==> src/crcfr_pkg.sv <==
package crcfr_pkg;

  localparam int unsigned CFG_DATA_W = 16;
  localparam int unsigned CFG_INDEX_W = 2;

  localparam logic [CFG_INDEX_W-1:0] REG_CRC_POLY      = 2'd0;
  localparam logic [CFG_INDEX_W-1:0] REG_START_BYTE    = 2'd1;
  localparam logic [CFG_INDEX_W-1:0] REG_BYPASS_LABEL  = 2'd2;
  localparam logic [CFG_INDEX_W-1:0] REG_BYPASS_ENABLE = 2'd3;

  localparam logic [15:0] CRC_POLY_RST      = 16'h1021;
  localparam logic [7:0]  START_BYTE_RST    = 8'hff;
  localparam logic [15:0] BYPASS_LABEL_RST  = 16'hbadd;
  localparam logic        BYPASS_ENABLE_RST = 1'b1;

  // length byte counts cmd + payload; tag high byte sits at pos len+3, low at len+4
  localparam int unsigned TAG_HI_OFFSET = 3;
  localparam int unsigned TAG_LO_OFFSET = 4;
  localparam int unsigned PAYLOAD_FIRST = 4;

  typedef enum logic [1:0] {
    EV_NONE   = 2'd0,
    EV_GOOD   = 2'd1,
    EV_FORMAT = 2'd2,
    EV_CRC    = 2'd3
  } event_t;

  // MSB-first CRC16 of (hi << 8) under poly
  function automatic logic [15:0] crc_table_entry(input logic [7:0] hi,
                                                  input logic [15:0] poly);
    logic [15:0] t;
    t = {hi, 8'h00};
    for (int k = 0; k < 8; k++) begin
      t = t[15] ? ((t << 1) ^ poly) : (t << 1);
    end
    return t;
  endfunction

endpackage

==> src/crcfr_rx_if.sv <==
interface crcfr_rx_if;
  logic       valid;
  logic       ready;
  logic [7:0] rx_value;

  modport source(output valid, output rx_value, input ready);
  modport sink(input valid, input rx_value, output ready);
endinterface

==> src/crcfr_res_if.sv <==
interface crcfr_res_if;
  logic              valid;
  logic              ready;
  crcfr_pkg::event_t event_res;
  logic [7:0]        frame_command;
  logic [7:0]        frame_length;
  logic              payload_valid;
  logic [7:0]        payload_index;
  logic [7:0]        payload_value;
  logic [31:0]       good_frames;
  logic [31:0]       format_errors;
  logic [31:0]       crc_errors;

  modport source(output valid, output event_res, output frame_command,
                 output frame_length, output payload_valid, output payload_index,
                 output payload_value, output good_frames, output format_errors,
                 output crc_errors, input ready);
  modport sink(input valid, input event_res, input frame_command,
               input frame_length, input payload_valid, input payload_index,
               input payload_value, input good_frames, input format_errors,
               input crc_errors, output ready);
endinterface

==> src/crc_checked_frame_receiver.sv <==
// Serial frame receiver with CRC16 check. Each rx beat carries one received byte
// and produces exactly one res beat: the frame verdict (none, good, format error,
// CRC error), the held command and length, the payload byte with its index when
// the byte is payload, and three wrapping frame counters. A new byte is taken
// every clock cycle while res is not stalled; each byte passes the input
// register, then the result register, with the combinational table CRC step
// and frame decode between them. The result register keeps a beat while res is
// stalled, and the input register can take one more byte. Configuration (polynomial,
// start byte, bypass label and enable) is written through wr_en/wr_index/wr_data;
// the user must do so only while no byte is in flight, which the block does not enforce.
module crc_checked_frame_receiver #(
  parameter int unsigned POSITION_WRAP = 512
) (
  input  logic                                clk,
  input  logic                                rst,
  input  logic                                wr_en,
  input  logic [crcfr_pkg::CFG_INDEX_W-1:0]   wr_index,
  input  logic [crcfr_pkg::CFG_DATA_W-1:0]    wr_data,
  crcfr_rx_if.sink                            rx,
  crcfr_res_if.source                         res
);
  import crcfr_pkg::*;

  localparam int unsigned PW = $clog2(POSITION_WRAP);
  localparam int unsigned CW = ((PW > 9) ? PW : 9) + 1;

  // configuration
  logic [15:0] crc_poly;
  logic [7:0]  start_byte;
  logic [15:0] bypass_label;
  logic        bypass_enable;

  // frame state
  logic [15:0]   crc_residue;
  logic          frame_open;
  logic [PW-1:0] byte_position;
  logic [7:0]    length_seen;
  logic [7:0]    command_seen;
  logic [15:0]   trailing_tag;
  logic [31:0]   good_count;
  logic [31:0]   format_count;
  logic [31:0]   crc_fail_count;

  // input stage
  logic       in_valid;
  logic [7:0] in_byte;

  logic advance;

  // next-state values
  logic [15:0]   crc_upd;
  logic [15:0]   crc_residue_next;
  logic          frame_open_next;
  logic [PW-1:0] pos_base;
  logic [PW:0]   pos_inc;
  logic [PW-1:0] byte_position_next;
  logic [7:0]    length_seen_next;
  logic [7:0]    command_seen_next;
  logic [15:0]   trailing_tag_next;
  logic [15:0]   tag_full;
  logic [31:0]   good_count_next;
  logic [31:0]   format_count_next;
  logic [31:0]   crc_fail_count_next;
  logic [CW-1:0] pos_w;
  logic [CW-1:0] tag_hi_pos;
  logic [CW-1:0] tag_lo_pos;
  event_t        ev;
  logic          pvalid;
  logic [7:0]    pindex;
  logic [7:0]    pvalue;

  assign advance  = in_valid && (!res.valid || res.ready);
  assign rx.ready = !in_valid || advance;

  always_ff @(posedge clk) begin
    if (rst) begin
      crc_poly      <= CRC_POLY_RST;
      start_byte    <= START_BYTE_RST;
      bypass_label  <= BYPASS_LABEL_RST;
      bypass_enable <= BYPASS_ENABLE_RST;
    end else if (wr_en) begin
      case (wr_index)
        REG_CRC_POLY:      crc_poly      <= wr_data;
        REG_START_BYTE:    start_byte    <= wr_data[7:0];
        REG_BYPASS_LABEL:  bypass_label  <= wr_data;
        REG_BYPASS_ENABLE: bypass_enable <= wr_data[0];
        default: ;
      endcase
    end
  end

  always_comb begin
    crc_upd    = {crc_residue[7:0], in_byte} ^ crc_table_entry(crc_residue[15:8], crc_poly);
    pos_w      = CW'(byte_position);
    tag_hi_pos = CW'(length_seen) + CW'(TAG_HI_OFFSET);
    tag_lo_pos = CW'(length_seen) + CW'(TAG_LO_OFFSET);
    tag_full   = trailing_tag | {8'h00, in_byte};

    crc_residue_next  = crc_upd;
    frame_open_next   = frame_open;
    pos_base          = byte_position;
    length_seen_next  = length_seen;
    command_seen_next = command_seen;
    trailing_tag_next = trailing_tag;
    ev                = EV_NONE;
    pvalid            = 1'b0;
    pindex            = 8'h00;
    pvalue            = 8'h00;

    if (!frame_open && in_byte == start_byte) begin
      frame_open_next   = 1'b1;
      crc_residue_next  = {8'h00, in_byte};
      trailing_tag_next = 16'h0000;
      pos_base          = '0;
    end else if (pos_w == CW'(1)) begin
      if (in_byte != 8'h00) ev = EV_FORMAT;
    end else if (pos_w == CW'(2)) begin
      if (in_byte == 8'h00) ev = EV_FORMAT;
      length_seen_next = in_byte;
    end else if (pos_w == CW'(3)) begin
      command_seen_next = in_byte;
    end else if (pos_w > CW'(3) && pos_w < tag_hi_pos) begin
      pvalid = 1'b1;
      pindex = 8'(pos_w - CW'(PAYLOAD_FIRST));
      pvalue = in_byte;
    end else if (pos_w == tag_hi_pos) begin
      trailing_tag_next = {in_byte, 8'h00};
    end else if (pos_w == tag_lo_pos) begin
      trailing_tag_next = tag_full;
      if (crc_upd == 16'h0000 || (bypass_enable && tag_full == bypass_label)) begin
        ev = EV_GOOD;
      end else begin
        ev = EV_CRC;
      end
    end else begin
      ev = EV_FORMAT;
    end

    // frame end or abort; a zero length byte also lands here with length 0
    if (ev != EV_NONE) begin
      frame_open_next  = 1'b0;
      pos_base         = '0;
      length_seen_next = 8'h00;
    end

    pos_inc = {1'b0, pos_base} + (PW+1)'(1);
    byte_position_next = (pos_inc >= (PW+1)'(POSITION_WRAP)) ? '0 : pos_inc[PW-1:0];

    good_count_next     = good_count     + 32'(ev == EV_GOOD);
    format_count_next   = format_count   + 32'(ev == EV_FORMAT);
    crc_fail_count_next = crc_fail_count + 32'(ev == EV_CRC);
  end

  always_ff @(posedge clk) begin
    if (rst) begin
      in_valid       <= 1'b0;
      res.valid      <= 1'b0;
      crc_residue    <= 16'h0000;
      frame_open     <= 1'b0;
      byte_position  <= '0;
      length_seen    <= 8'h00;
      command_seen   <= 8'h00;
      trailing_tag   <= 16'h0000;
      good_count     <= 32'h0;
      format_count   <= 32'h0;
      crc_fail_count <= 32'h0;
    end else begin
      if (rx.ready) begin
        in_valid <= rx.valid;
      end
      if (advance) begin
        res.valid      <= 1'b1;
        crc_residue    <= crc_residue_next;
        frame_open     <= frame_open_next;
        byte_position  <= byte_position_next;
        length_seen    <= length_seen_next;
        command_seen   <= command_seen_next;
        trailing_tag   <= trailing_tag_next;
        good_count     <= good_count_next;
        format_count   <= format_count_next;
        crc_fail_count <= crc_fail_count_next;
      end else if (res.ready) begin
        res.valid <= 1'b0;
      end
    end
  end

  // payload registers
  always_ff @(posedge clk) begin
    if (rx.ready && rx.valid) begin
      in_byte <= rx.rx_value;
    end
    if (advance) begin
      res.event_res     <= ev;
      res.frame_command <= command_seen_next;
      res.frame_length  <= length_seen_next;
      res.payload_valid <= pvalid;
      res.payload_index <= pindex;
      res.payload_value <= pvalue;
      res.good_frames   <= good_count_next;
      res.format_errors <= format_count_next;
      res.crc_errors    <= crc_fail_count_next;
    end
  end

  a_pos_in_range: assert property (@(posedge clk) disable iff (rst)
    CW'(byte_position) < CW'(POSITION_WRAP))
    else $error("byte position reached wrap value");

  a_end_closes_frame: assert property (@(posedge clk) disable iff (rst)
    advance && ev != EV_NONE |=> !frame_open && byte_position == PW'(1) && length_seen == 8'h00)
    else $error("frame not closed after verdict");

  a_good_counts: assert property (@(posedge clk) disable iff (rst)
    advance && ev == EV_GOOD |=> good_count == $past(good_count) + 32'd1
                                 && format_count == $past(format_count))
    else $error("good frame counter out of step");

  a_payload_no_verdict: assert property (@(posedge clk) disable iff (rst)
    advance && pvalid |-> ev == EV_NONE && frame_open == frame_open_next)
    else $error("payload byte carried a verdict");

  a_stall_holds_input: assert property (@(posedge clk) disable iff (rst)
    in_valid && !advance |=> in_valid && $stable(in_byte))
    else $error("stalled input byte lost");

endmodule
==> src/flat_wrapper.sv <==
// flat-port wrapper written by rule: the top's interface ports become plain ports
module crc_checked_frame_receiver_flat import crcfr_pkg::*;
#(
  parameter int unsigned POSITION_WRAP = 512
)
  (clk, rst, wr_en, wr_index, wr_data, rx_valid, rx_rx_value, rx_ready, res_valid, res_event_res, res_frame_command, res_frame_length, res_payload_valid, res_payload_index, res_payload_value, res_good_frames, res_format_errors, res_crc_errors, res_ready);
  crcfr_rx_if rx_i ();
  crcfr_res_if res_i ();
  input  logic clk;
  input  logic rst;
  input  logic wr_en;
  input  logic [crcfr_pkg::CFG_INDEX_W-1:0] wr_index;
  input  logic [crcfr_pkg::CFG_DATA_W-1:0] wr_data;
  input wire logic [$bits(rx_i.valid)-1:0] rx_valid;
  input wire logic [$bits(rx_i.rx_value)-1:0] rx_rx_value;
  output wire logic [$bits(rx_i.ready)-1:0] rx_ready;
  output wire logic [$bits(res_i.valid)-1:0] res_valid;
  output wire logic [$bits(res_i.event_res)-1:0] res_event_res;
  output wire logic [$bits(res_i.frame_command)-1:0] res_frame_command;
  output wire logic [$bits(res_i.frame_length)-1:0] res_frame_length;
  output wire logic [$bits(res_i.payload_valid)-1:0] res_payload_valid;
  output wire logic [$bits(res_i.payload_index)-1:0] res_payload_index;
  output wire logic [$bits(res_i.payload_value)-1:0] res_payload_value;
  output wire logic [$bits(res_i.good_frames)-1:0] res_good_frames;
  output wire logic [$bits(res_i.format_errors)-1:0] res_format_errors;
  output wire logic [$bits(res_i.crc_errors)-1:0] res_crc_errors;
  input wire logic [$bits(res_i.ready)-1:0] res_ready;
  assign rx_i.valid = rx_valid;
  assign rx_i.rx_value = rx_rx_value;
  assign rx_ready = rx_i.ready;
  assign res_valid = res_i.valid;
  assign res_event_res = res_i.event_res;
  assign res_frame_command = res_i.frame_command;
  assign res_frame_length = res_i.frame_length;
  assign res_payload_valid = res_i.payload_valid;
  assign res_payload_index = res_i.payload_index;
  assign res_payload_value = res_i.payload_value;
  assign res_good_frames = res_i.good_frames;
  assign res_format_errors = res_i.format_errors;
  assign res_crc_errors = res_i.crc_errors;
  assign res_i.ready = res_ready;
  crc_checked_frame_receiver #(.POSITION_WRAP(POSITION_WRAP)) u_core (.clk(clk), .rst(rst), .wr_en(wr_en), .wr_index(wr_index), .wr_data(wr_data), .rx(rx_i), .res(res_i));
endmodule
==> config.mk <==
export PLATFORM = sky130hd
export DESIGN_NAME = crc_checked_frame_receiver_flat
export DESIGN_NICKNAME = d
export VERILOG_FILES = /design/src/crcfr_pkg.sv /design/src/crcfr_rx_if.sv /design/src/crcfr_res_if.sv /design/src/crc_checked_frame_receiver.sv /design/src/flat_wrapper.sv
export SDC_FILE = /design/constraint.sdc
export NUM_CORES = 1
export LEC_CHECK = 0
export BUFFER_PORTS_ARGS = -buffer_cell sky130_fd_sc_hd__buf_2
export CAP_MARGIN = 10
export CORE_AREA = 2 2 233 235
export DETAILED_ROUTE_END_ITERATION = 8
export DIE_AREA = 0 0 235 237
export PLACE_DENSITY_LB_ADDON = 0.25
export SLEW_MARGIN = 20
export SYNTH_ARGS = -nofsm -noshare
export SYNTH_HDL_FRONTEND = slang
export SYNTH_SLANG_ARGS = --single-unit
==> constraint.sdc <==
create_clock -name clk -period 9.65 [get_ports clk]
set_input_delay 2.895 -clock clk [delete_from_list [all_inputs] [get_ports clk]]
set_output_delay 2.895 -clock clk [all_outputs]
set_load 0.05 [all_outputs]
==> metrics, run 1 <==
final worst slack=0.973 ns; Crit Reg-Reg Startpoint=u_core.crc_poly[15]$_SDFFE_PP0P_; antenna violations before repair=0; Worst EP required=10.13 ns; Mean Syn Cell Area=8.95 sq um; pre-CTS setup slack=1.01 ns; Hold Path Stages=2; pwr dens=185 mW/mm^2; Cell variety after synth=100; WL met2=24300 um; WS Path Type=flip-flop to flip-flop; critical path buffer and inverter count=1; Initial Util=34.5%; Die X=235 um; CTS sink count=336; FF+latch count, synth=336; Initial DRC Count=1222; clock slew at reported path FFs=0.06 ns; RSZ-0062 raised after global routing=no; Worst-Margin Slew=1.00 ns; hold slack=0.462 ns; Final Power=3.90 mW; Hold Path End=u_core.crc_fail_count[0]$_SDFFE_PP0P_; final number of setup-violating endpoints=0; Fill cells=5386; Vias/cell=5.33; cell mode on critical path=and3_1; drt pass-1 iters=6; part of the cycle the worst path needs=89.9%; vias in the first global route=14602; HPWL after DPL=38100 um; Routability Congestion=0.944; routed vias=15340; net count after synthesis=2104; post-route ant nets=0; Synth Instances=2053; Top FF cell, synth=dfxtp_1; Seq. cell area=0.00812 sq mm; Synth Cell Area=0.0184 sq mm; Post-route DRC=0; slew margin rel.=33.0%; maximum vdd ir drop=0.104 mV; Synth-to-Final Area Change=14.7%; die area=0.0557 sq mm; slowest stage cell, crit path=dfxtp_1; Seq/Total Area, Yosys=44.2%; Worst R2R Setup Slack=0.97 ns; CTS tree=done; fraction of registers with async set/reset=0%; fin. max-slew vios=0; reg2reg end=u_core.good_count[28]$_SDFFE_PP0P_; Tot GR Track Use=18.9%; met1 wire length=25700 um; max_cap viols=0; Core ar.=0.0533 sq mm; wire length on met3=2890 um; CP arrival=9.15 ns; number of diodes=0; DRT Wirelength=54000 um; Ys Warns=0; share of layout cells above drive strength 1=14.7%; delay-heaviest family, CP=simple AND/OR/NAND/NOR gates; number of port buffers=163; footprint of the multi-input gates=0.00958 sq mm; die height=237 um; WP depth=30; H-tree depth=2; status=finished, final reports clean; fin crit period=8.68 ns; IO Pins=164; Setup Skew=0.0260 ns; grt ovf=0; cts hold-fix bufs=0; Max Root-Sink Buffers=3; CTS Buf Count=40; worst hold path class=flip-flop to flip-flop; Worst setup SP type=flip-flop; Clock Tree Root=clkbuf_16; most frequent cells in the layout=nand2_1, nor2_1, dfxtp_1; # resized after CTS=0; Top Metal Used=met4; pin count of the biggest net entering global routing=118; Worst Setup End Kind=flip-flop; Fmax achieved=115 MHz; final hold violations=0; Hold Crit Start=u_core.crc_fail_count[0]$_SDFFE_PP0P_; placed inst area=0.0198 sq mm; Max FO, Critical Path=18; Leak=7.80 nW; first-pass GRT wire length=84000 um; Net count, final=2204; Reg2Reg Depth=30; FP Rows=85; commonest non-fill, non-tap cell in the layout=nand2_1; EDFF count, synth=139; Post-CTS Setup Inserts=0; CP max stage delay=0.69 ns; clk_lat worst skew=0.57 ns; DR WL/cell=18.7 um; setup TNS=0 ns; fin area=0.0211 sq mm
cell type report:
cell class                 count  share of cell area [%]
multi-input combinational   1540                    45.4
inverter                      34                   0.641
tap                          696                    4.13
clock inverter                21                   0.813
sequential                   336                    38.5
clock buffer                  52                    5.20
timing repair buffer         201                    5.25
flip-flops by register name (all words and copies together), names as in the netlist, 9 cells and up:
| signal | flops |
|---|---|
| u_core.format_count | 32 |
| u_core.res.format_errors | 32 |
| u_core.trailing_tag | 16 |
| u_core.crc_residue | 16 |
| u_core.res.good_frames | 32 |
| u_core.bypass_label | 16 |
| u_core.res.crc_errors | 32 |
| u_core.crc_fail_count | 32 |
| u_core.byte_position | 9 |
| u_core.good_count | 32 |
| u_core.crc_poly | 16 |
cells in the mapped netlist, types with 4 or more instances:
cell type / number / share of area [%]
nand2_1: 281 / 5.7
a32oi_1: 21 / 1.0
and2_1: 34 / 1.2
a211oi_1: 25 / 1.0
mux2i_1: 17 / 0.93
mux2_2: 9 / 0.55
a22oi_1: 11 / 0.45
or2_2: 10 / 0.34
nand3_1: 52 / 1.4
a21oi_1: 145 / 3.9
o31ai_1: 4 / 0.16
nand4b_1: 4 / 0.19
xor2_1: 154 / 7.3
nand2b_1: 6 / 0.20
and3_1: 49 / 1.7
o211ai_1: 24 / 0.98
o311ai_0: 4 / 0.19
a22o_1: 10 / 0.48
o21ai_1: 4 / 0.11
a211o_1: 13 / 0.62
nor4_1: 13 / 0.44
nand4_1: 22 / 0.75
nand3b_1: 24 / 0.98
edfxtp_1: 139 / 23
a2111oi_0: 4 / 0.19
nor2_1: 210 / 4.3
o21a_1: 7 / 0.29
nor2b_1: 12 / 0.41
ha_1: 20 / 1.4
clkbuf_1: 115 / 2.3
o221ai_1: 4 / 0.19
buf_1: 10 / 0.20
o22ai_1: 21 / 0.71
inv_1: 31 / 0.63
buf_2: 13 / 0.35
o31a_1: 5 / 0.24
a21o_1: 5 / 0.20
nor3_1: 27 / 0.74
or3_1: 36 / 1.2
o21ai_0: 77 / 2.1
xnor2_1: 96 / 4.6
dfxtp_1: 197 / 21
worst max path at each step:
stage | start | end | slack (ns)
floorplan | res_ready | u_core.res.crc_errors[0]$_DFFE_PP_ | 1.71
global route | u_core.crc_poly[15]$_SDFFE_PP0P_ | u_core.good_count[30]$_SDFFE_PP0P_ | 0.32
CTS | u_core.crc_poly[15]$_SDFFE_PP0P_ | u_core.good_count[26]$_SDFFE_PP0P_ | 1.01
detailed placement | u_core.crc_poly[15]$_SDFFE_PP0P_ | u_core.good_count[26]$_SDFFE_PP0P_ | 1.01
global placement | u_core.crc_residue[15]$_SDFFE_PP0P_ | u_core.good_count[28]$_SDFFE_PP0P_ | 1.17
finish | u_core.crc_poly[15]$_SDFFE_PP0P_ | u_core.good_count[28]$_SDFFE_PP0P_ | 0.97
where the power goes:
| group | total [mW] | internal, mW | switching (mW) | leakage [nW] |
|---|---|---|---|---|
| Combinational | 0.869 | 0.289 | 0.581 | 4.33 |
| Sequential | 1.58 | 1.53 | 0.0534 | 2.86 |
| Clock | 1.45 | 0.835 | 0.618 | 0.608 |
stage by stage:
stage	utilization (%)	std cells
finish	39.6	2880
floorplan	-	2053
CTS	39.6	2880
global placement	37.2	2807
detailed placement	37.2	2807
global route	39.6	2880
worst min-delay path: cells and delay by family (launching register included):
kind | cells | cell delay [ns]
DFF | 1 | 0.31
and+or+nand+nor | 1 | 0.05
AOI/OAI and AO/OA | 1 | 0.05
cells by family after synthesis:
| family | count (synthesis) | synth area share, % |
|---|---|---|
| adder cells (fa/ha/maj) | 20 | 1.36 |
| AND/OR/NAND/NOR | 805 | 20.8 |
| multiplexers | 26 | 1.48 |
| AO/OA/AOI/OAI | 433 | 15.8 |
| XOR/XNOR | 256 | 12.6 |
| flip-flops | 336 | 44.2 |
| buffers and inverters | 177 | 3.87 |
metal layers:
metal  up-vias  global-route usage (%)
met5         -                       0
met4         0                    5.06
met3        72                    3.19
met2       429                    30.0
met1      7398                    26.5
li1       7441                       -
(Power assumes the default switching activity.)
==> run 2, diff against run 1 <==
--- a/config.mk
+++ b/config.mk
@@ -7,9 +7,9 @@
 export LEC_CHECK = 0
 export BUFFER_PORTS_ARGS = -buffer_cell sky130_fd_sc_hd__buf_2
 export CAP_MARGIN = 10
-export CORE_AREA = 2 2 233 235
+export CORE_AREA = 2 2 179 181
 export DETAILED_ROUTE_END_ITERATION = 8
-export DIE_AREA = 0 0 235 237
+export DIE_AREA = 0 0 181 183
 export PLACE_DENSITY_LB_ADDON = 0.25
 export SLEW_MARGIN = 20
 export SYNTH_ARGS = -nofsm -noshare
==> metrics, run 2 (same netlist as run 1, synthesis figures left out) <==
CTS Buf Count=36 (-10%); die area=0.0331 sq mm (-41%); Core ar.=0.0312 sq mm (-41%); pin count of the biggest net entering global routing=110 (-6.8%); CTS sink count=336 (unchanged); IO Pins=164 (unchanged); Worst setup SP type=flip-flop; fin area=0.0206 sq mm (-2.4%); slew margin rel.=32.6% (-0.39 points); placed inst area=0.0194 sq mm (-2.3%); HPWL after DPL=33600 um (-12%); maximum vdd ir drop=0.141 mV (+35%); first-pass GRT wire length=77000 um (-8.3%); grt ovf=0 (unchanged); vias in the first global route=14531 (-0.49%); antenna violations before repair=0 (unchanged); CP arrival=9.16 ns (about the same); fin. max-slew vios=0 (unchanged); # resized after CTS=0 (unchanged); DR WL/cell=18.9 um (+1.1%); Post-route DRC=0 (unchanged); Die X=181 um (-23%); commonest non-fill, non-tap cell in the layout=nand2_1; max_cap viols=0 (unchanged); clk_lat worst skew=0.54 ns (-0.03 ns); Max FO, Critical Path=32 (+14); Initial Util=58.9% (+24 points); part of the cycle the worst path needs=90.4% (+0.47 points); Inst Count DP=2503 (-11%); pwr dens=186 mW/mm^2 (+0.52%); RSZ-0062 raised after global routing=no; clock slew at reported path FFs=0.06 ns (about the same); Max Root-Sink Buffers=3 (unchanged); pre-CTS setup slack=1.10 ns (+0.0833 ns); status=finished, final reports clean; Worst R2R Setup Slack=0.93 ns (-0.05 ns); fin crit period=8.72 ns (+0.0453 ns); final worst slack=0.928 ns (-0.0453 ns); number of port buffers=163 (unchanged); H-tree depth=2 (unchanged); Post-CTS Setup Inserts=0 (unchanged); Setup Skew=0.0295 ns (+0.00349 ns); Initial DRC Count=1473 (+21%); Worst EP required=10.08 ns (-0.05 ns); routed vias=15663 (+2.1%); slowest stage cell, crit path=dfxtp_1; final hold violations=0 (unchanged); Routability Congestion=0.960 (+1.8%); FP Rows=65 (-24%); CP max stage delay=0.56 ns (-0.13 ns); post-route insts no fill=2567 (-11%); Fill cells=2531 (-53%); cts hold-fix bufs=0 (unchanged); most frequent cells in the layout=nand2_1, nor2_1, dfxtp_1; Leak=7.73 nW (-0.95%); Vias/cell=6.10 (+15%); Fmax achieved=115 MHz (-0.52%); Tot GR Track Use=28.7% (+9.9 points); share of layout cells above drive strength 1=14.1% (-0.56 points); DRT Wirelength=48600 um (-9.9%); die height=183 um (-23%); final number of setup-violating endpoints=0 (unchanged); setup TNS=0 ns (unchanged); CTS tree=done; Finished Core Util=65.9% (+26 points); Synth-to-Final Area Change=12.0%; Worst-Margin Slew=1.01 ns (+0.00646 ns); number of diodes=0 (unchanged); Clock Tree Root=clkbuf_16; post-route ant nets=0 (unchanged); WS Path Type=flip-flop to flip-flop; Net count, final=2190 (-0.64%); cell mode on critical path=and3_1; worst hold path class=flip-flop to flip-flop; Worst Setup End Kind=flip-flop; drt pass-1 iters=6 (unchanged)
run 2: changes by cell type in the layout (fill, tap and decap cells not counted), sizes merged:
cell      change
buf          -10
bufinv        +3
clkbuf        -5
clkinv        -4
clkinvlp      -2
inv           -1
run 2: path summary, 6_finish.rpt:
kind / from / depth (start not counted) / to
worst max-delay path: u_core.crc_residue[15]$_SDFFE_PP0P_ / 31 / u_core.good_count[26]$_SDFFE_PP0P_
worst min-delay path: u_core.format_count[0]$_SDFFE_PP0P_ / 2 / u_core.format_count[0]$_SDFFE_PP0P_
worst max register to register: u_core.crc_residue[15]$_SDFFE_PP0P_ / 31 / u_core.good_count[26]$_SDFFE_PP0P_
worst min register to register: u_core.format_count[0]$_SDFFE_PP0P_ / 2 / u_core.format_count[0]$_SDFFE_PP0P_
run 2: routing by layer:
| layer | vias to the layer above | share of wire [%] | track usage [%] |
|---|---|---|---|
| li1 | 7412 | - | - |
| met1 | 7385 | 42 | 39.0 |
| met2 | 772 | 46 | 46.9 |
| met3 | 94 | 9.1 | 5.58 |
| met4 | 0 | 2.7 | 8.78 |
| met5 | - | 0 | 0 |
run 2: power breakdown:
| group | internal, mW | total, mW | leakage, nW | switching, mW |
|---|---|---|---|---|
| combinational | 0.284 | 0.854 | 4.28 | 0.570 |
| sequential | 1.52 | 1.57 | 2.86 | 0.0502 |
| clock | 0.831 | 1.40 | 0.579 | 0.568 |
| total | 2.64 | 3.83 | 7.73 | 1.19 |
run 2: cell type report:
class / instances / area [sq um] / share of cell area, %
sequential: 336 / 8120 / 39.4
timing repair buffer: 191 / 1030 / 5.02
tap: 402 / 503 / 2.44
clock inverter: 17 / 206 / 1.00
multi-input combinational: 1540 / 9600 / 46.7
inverter: 34 / 135 / 0.657
clock buffer: 47 / 983 / 4.78
run 2: worst max-delay path, delay by kind of cell (launching register included):
kind | cells | cell delay [ns]
DFF | 1 | 0.56
buffers and inverters | 2 | 0.72
adders and majority gates | 2 | 0.41
AOI/OAI and AO/OA | 8 | 2.18
xor gates and xnor gates | 3 | 0.75
and+or+nand+nor | 16 | 4.00
run 2: per-stage QoR:
stage	total power, mW	hold slack (ns)
finish	3.83	0.462
global route	3.97	0.481
CTS	3.83	0.465
detailed placement	2.44	0.457
global placement	2.44	0.447
floorplan	2.22	0.437
